$ cat config.mk
export PLATFORM = sky130hd
export DESIGN_NAME = spu_cfg_regs
export DESIGN_NICKNAME = d
export VERILOG_FILES = /design/src/hdl/assert_macros.svh /design/src/hdl/spu_pkg.sv /design/src/hdl/spu_cfg_regs.sv
export SDC_FILE = /design/constraint.sdc
export NUM_CORES = 1
export LEC_CHECK = 0
export BUFFER_PORTS_ARGS = -buffer_cell sky130_fd_sc_hd__buf_2
export CORE_UTILIZATION = 45
export CTS_CLUSTER_DIAMETER = 60
export DETAILED_ROUTE_END_ITERATION = 16
export GPL_TIMING_DRIVEN = 0
export HOLD_SLACK_MARGIN = 0.15
export PLACE_DENSITY_LB_ADDON = 0.2
export SYNTH_ARGS = -nofsm -noshare
export SYNTH_HDL_FRONTEND = slang
export SYNTH_SLANG_ARGS = --single-unit
$ cat constraint.sdc
create_clock -name clk -period 2.04 [get_ports clk]
set_clock_uncertainty 0.1 [all_clocks]
set_input_delay 0 -clock clk [delete_from_list [all_inputs] [get_ports clk]]
set_output_delay 0 -clock clk [all_outputs]
set_load 0.02 [all_outputs]
$ cat src/hdl/assert_macros.svh
// Assertion macros used by the top-level RTL file; clocked on clk, disabled in reset.
`ifndef ASSERT_MACROS_SVH
`define ASSERT_MACROS_SVH

// Same-cycle implication.
`define SPU_ASSERT_IMP(lbl, ante, cons) \
	lbl: assert property (@(posedge clk) disable iff (!arst_n) (ante) |-> (cons)) \
		else $error("spu assertion failed");

// Next-cycle implication.
`define SPU_ASSERT_NEXT(lbl, ante, cons) \
	lbl: assert property (@(posedge clk) disable iff (!arst_n) (ante) |=> (cons)) \
		else $error("spu assertion failed");

`endif

$ cat src/hdl/spu_pkg.sv
// Package: widths, register codes and channel types of the particle update unit.
package spu_pkg;

	localparam int VALUE_BITS = 32;
	localparam int DIV_W = (VALUE_BITS + 2 > 32) ? VALUE_BITS + 2 : 32;
	localparam int CFG_IDX_W = 3;
	localparam int CFG_DATA_W = 16;

	typedef enum logic [CFG_IDX_W-1:0] {
		REG_COGNITIVE_GAIN = 3'd0,
		REG_SOCIAL_GAIN    = 3'd1,
		REG_INERTIA_MAX    = 3'd2,
		REG_INERTIA_MIN    = 3'd3,
		REG_TOTAL_STEPS    = 3'd4,
		REG_BOUNDARY_MODE  = 3'd5
	} cfg_idx_t;

	localparam logic [15:0] RST_COGNITIVE_GAIN = 16'd6128;
	localparam logic [15:0] RST_SOCIAL_GAIN    = 16'd6128;
	localparam logic [15:0] RST_INERTIA_MAX    = 16'd47828;
	localparam logic [15:0] RST_INERTIA_MIN    = 16'd19661;
	localparam logic [15:0] RST_TOTAL_STEPS    = 16'd500;
	localparam logic        RST_BOUNDARY_MODE  = 1'b1;

	typedef struct packed {
		logic [15:0] cognitive_gain;
		logic [15:0] social_gain;
		logic [15:0] inertia_max;
		logic [15:0] inertia_min;
		logic [15:0] total_steps;
		logic        boundary_mode;
	} cfg_t;

	typedef struct packed {
		logic signed [VALUE_BITS-1:0] cur_pos;
		logic signed [VALUE_BITS-1:0] cur_vel;
		logic signed [VALUE_BITS-1:0] own_best;
		logic signed [VALUE_BITS-1:0] group_best;
		logic signed [VALUE_BITS-1:0] lower_bound;
		logic signed [VALUE_BITS-1:0] upper_bound;
		logic [15:0]                  rand_a;
		logic [15:0]                  rand_b;
		logic [15:0]                  iteration;
	} in_t;

	typedef struct packed {
		logic signed [VALUE_BITS-1:0] new_pos;
		logic signed [VALUE_BITS-1:0] new_vel;
		logic                         hit_bound;
	} out_t;

endpackage

$ cat src/hdl/spu_cfg_regs.sv
// Configuration register file with index decode.
module spu_cfg_regs (
	input  logic                             clk,
	input  logic                             arst_n,
	input  logic                             cfg_we,
	input  logic [spu_pkg::CFG_IDX_W-1:0]    cfg_idx,
	input  logic [spu_pkg::CFG_DATA_W-1:0]   cfg_wdata,
	output spu_pkg::cfg_t                    cfg
);
	import spu_pkg::*;

	cfg_t cfg_q;

	// register writes
	always_ff @(posedge clk or negedge arst_n) begin
		if (!arst_n) begin
			cfg_q.cognitive_gain <= RST_COGNITIVE_GAIN;
			cfg_q.social_gain    <= RST_SOCIAL_GAIN;
			cfg_q.inertia_max    <= RST_INERTIA_MAX;
			cfg_q.inertia_min    <= RST_INERTIA_MIN;
			cfg_q.total_steps    <= RST_TOTAL_STEPS;
			cfg_q.boundary_mode  <= RST_BOUNDARY_MODE;
		end else if (cfg_we) begin
			unique case (cfg_idx_t'(cfg_idx))
				REG_COGNITIVE_GAIN: cfg_q.cognitive_gain <= cfg_wdata[15:0];
				REG_SOCIAL_GAIN:    cfg_q.social_gain    <= cfg_wdata[15:0];
				REG_INERTIA_MAX:    cfg_q.inertia_max    <= cfg_wdata[15:0];
				REG_INERTIA_MIN:    cfg_q.inertia_min    <= cfg_wdata[15:0];
				REG_TOTAL_STEPS:    cfg_q.total_steps    <= cfg_wdata[15:0];
				REG_BOUNDARY_MODE:  cfg_q.boundary_mode  <= cfg_wdata[0];
				default: ;
			endcase
		end
	end

	assign cfg = cfg_q;

endmodule

After elaboration in Yosys (flattened, before gate mapping)
Cells that the tools add are included.
- flip-flop bits (word level): 81
- bits of input ports: 22
- output and inout bits: 81
- logic and storage cells: 18
- eq/ne operators: 5
- reduce and logical (&&, ||, !) cells: 7
- operator list (kind ; number):
    2-bit AND reduction ; 6
    3-bit by 2-bit == test with 1-bit output, second input constant ; 2
    3-bit == test, second input constant ; 2
    3-bit by 1-bit == test with 1-bit output, second input constant ; 1
    3-bit logical NOT ; 1

Depth between registers and ports, before layout
- word-level depth: 2
- depth in mapped cells: 4
- gate-level depth less buffers: 2

Worst setup path after synthesis
OpenSTA, ideal clock, no wires.
- path type: input to register
- from: in cfg_idx[1] (netlist bit)
- to: reg cfg_q (netlist bit cfg[65])
- arrival time: 960 ps
- setup slack: 855 ps
- stages on the path: 3
- buffers on the path: 1
- cell sequence: nor4b_4 -> buf_6 -> mux2_2
- word-level cells in the longest chain between the ends: 2
- RTL lines (element ; RTL line ; RTL):
    start: declaration ; spu_cfg_regs.sv:6 ; input logic [spu_pkg::CFG_IDX_W-1:0] cfg_idx,
    3-bit logical NOT ; spu_cfg_regs.sv:24 ; unique case (cfg_idx_t'(cfg_idx))
    2-bit AND reduction (no source line) ; -- ;
    end: declaration ; spu_cfg_regs.sv:12 ; cfg_t cfg_q;
No other way between the ends.
A chain may end at the register's enable or synchronous reset.

Final worst setup path
- from: in cfg_idx[2] (netlist bit)
- to: reg cfg_q (netlist bit cfg[19])
- word-level cells in the longest chain between the ends: 2
- RTL lines (element ; RTL line):
    3-bit by 2-bit == test with 1-bit output ; spu_cfg_regs.sv:24
    2-bit AND reduction (no source line) ; --
No other way between the ends.

==> metrics.yaml <==
status: "finished, final reports clean"
p_leak_nw: 1.92
top_layer: "met4"
fillers: 534
io_buffer_count: 102
cts_tree: "done"
area_growth_pct: 33.2
yosysWarnings: 0
largest_reg_flops: 81
antenna_found_initial: 0
synthXorXnorAreaFrac_pct: 0
vias_per_cell: 4.80
die_area_um2: 7370
ir_drop_uv: 421
row_count: 30
grt.total_usage_pct: 19.4
postCtsHoldBufs: 23
wl_met2_mm: 3.18
ctsResizeCount: 0
max_slew_margin_pct: 50.4
synth.distinct_cells: 11
postCtsSetupBuffers: 0
overflow: 0
synthMuxAreaShare_pct: 28.9
tightest_slew_ns: 0.742
cts.clk_slew.worst_paths_ns: 0.08
cts_buffer_depth: 2
grt_max_degree: 51
routed-via-count: 1989
setup-violations-final: 0
insertion_delay_ns: 0.34
drive_above_1_share_pct: 78.3
wl_met1_mm: 3.00
slew_viol_final: 0
dp_hpwl_mm: 4.26
fin_tns_setup_ns: 0
design.core.area_um2: 6790
initial_core_util_pct: 46.6
pin_count: 103
synthAdderAreaFrac_pct: 0
synth_top_family_by_area: "multiplexers"
syn_inst: 176
synth.cell_area_um2: 3170
avgSynthCellArea_um2: 18.0
drc: 0
finalNetCount: 335
cts.sinks: 81
worst_setup_path_end_kind: "flop"
cp.arrival_ns: 1.98
yosys.area_share.simple_pct: 2.69
start_kind: "input port"
wl_met3_um: 324
crit_type: "input port to flop"
diodes: 0
drt-total-wl_mm: 6.61
dr.pass1.iters: 4
cts_buffers: 9
die_x_um: 85.9
synth_top_area_share_pct: 33.2
maxCapViolCount: 0
die_h_um: 85.9
cellPowerDensity_nw_per_um2: 1090
worstPathRequired_ns: 2.22
rsz0062_at_grt: "no"
grt_pass1_wl_mm: 10.7
hp-class: "input port to async pin"
synthTopCellsByArea: "dfstp_2 (33%), dfrtp_1 (32%), mux2_2 (28%), buf_6 (2.1%), and4bb_2 (1.2%)"
syn_nets: 198
hold_violations: 0
synth_seq_cells: 81
holdWs_ns: 0.232
drt_iter0_markers: 30
layout_worst_path_cycle_share_pct: 88.4
grt_pass1_vias: 2038
gp_congestion: 0.719
yosysTopAreaCell: "dfstp_2"
path_max_fanout: 7
drtAntennaViolNets: 0
synth_compound_area_share_pct: 0
finalCriticalPeriod_ns: 1.80
final_common_cell: "buf_2"
cts-root-buf: "clkbuf_8"
routedWlPerCell_um: 16.0
fmax_mhz: 555
final_cell_mix: "buf_2 (102), mux2_2 (80), dfrtp_1 (41)"
yosysSeqAreaShare_pct: 65.6
h-tree-depth: 3
[cells by family (layout without fill, tap and decap cells)]
kind of cell | after synthesis | after routing
buf+inv | 8 | 150
flops | 81 | 81
mux | 81 | 81
simple gates | 6 | 6
[layout make-up]
type | instances | area (um2) | share of cell area [%]
clock buffers | 13 | 139 | 3.29
multi-input cells | 87 | 1000 | 23.7
flip-flops and latches | 81 | 2080 | 49.3
well taps | 96 | 120 | 2.85
repair buffers | 126 | 771 | 18.3
plain buffers | 8 | 87.6 | 2.08
clock inverters | 3 | 21.3 | 0.504
[worst max-delay path, stage by stage]
cell           delay [ns]
dlygate4sd3_1        0.54
buf_2                0.16
nand4b_2             0.37
mux2_2               0.35
dlygate4sd3_1        0.55
[synthesized netlist by cell type]
| cell type | count |
|---|---|
| buf_6 | 6 |
| buf_2 | 1 |
| mux2_4 | 1 |
| mux2_2 | 80 |
| dfrtp_1 | 41 |
| dfstp_2 | 40 |
| nor4b_4 | 1 |
| and4bb_2 | 3 |
| nand4b_2 | 1 |
| buf_8 | 1 |
| nand4b_1 | 1 |
[routing by layer]
metal	up-vias	GRT usage (%)
met3	10	3.95
met4	0	8.94
li1	908	-
met2	65	30.4
met1	1006	26.1
met5	-	0
[report_power, final]
part	switching [mW]	total (mW)	internal, mW
registers	0.162	2.25	2.08
logic	0.770	1.34	0.573
clock network	0.547	0.992	0.445
total	1.48	4.58	3.10
[final timing paths]
path,from,to,slack [ns],depth (start not counted)
min reg2reg,cfg[26],cfg[26],0.40,1
max reg2reg,cfg[19],cfg[19],0.69,2
min in group clk,cfg_wdata[2],cfg[51],0.37,3
min,arst_n,cfg[55],0.23,2
max,cfg_idx[2],cfg[19],0.24,5
max in group asynchronous,arst_n,cfg[36],0.41,3
[through the flow]
stage          util (%)  cell area (um2)  worst slack [ns]  total power, mW  instances
2_1_floorplan         -             3170             0.855             3.09        176
3_3_place_gp       55.9             3800             0.286             3.56        374
3_5_place_dp       56.3             3830             0.411             3.59        375
4_1_cts            62.1             4220             0.236             4.63        414
5_1_grt            62.1             4220             0.159             4.82        414
6_report           62.1             4220             0.237             4.58        414
Power figures use the tool's default switching activity.
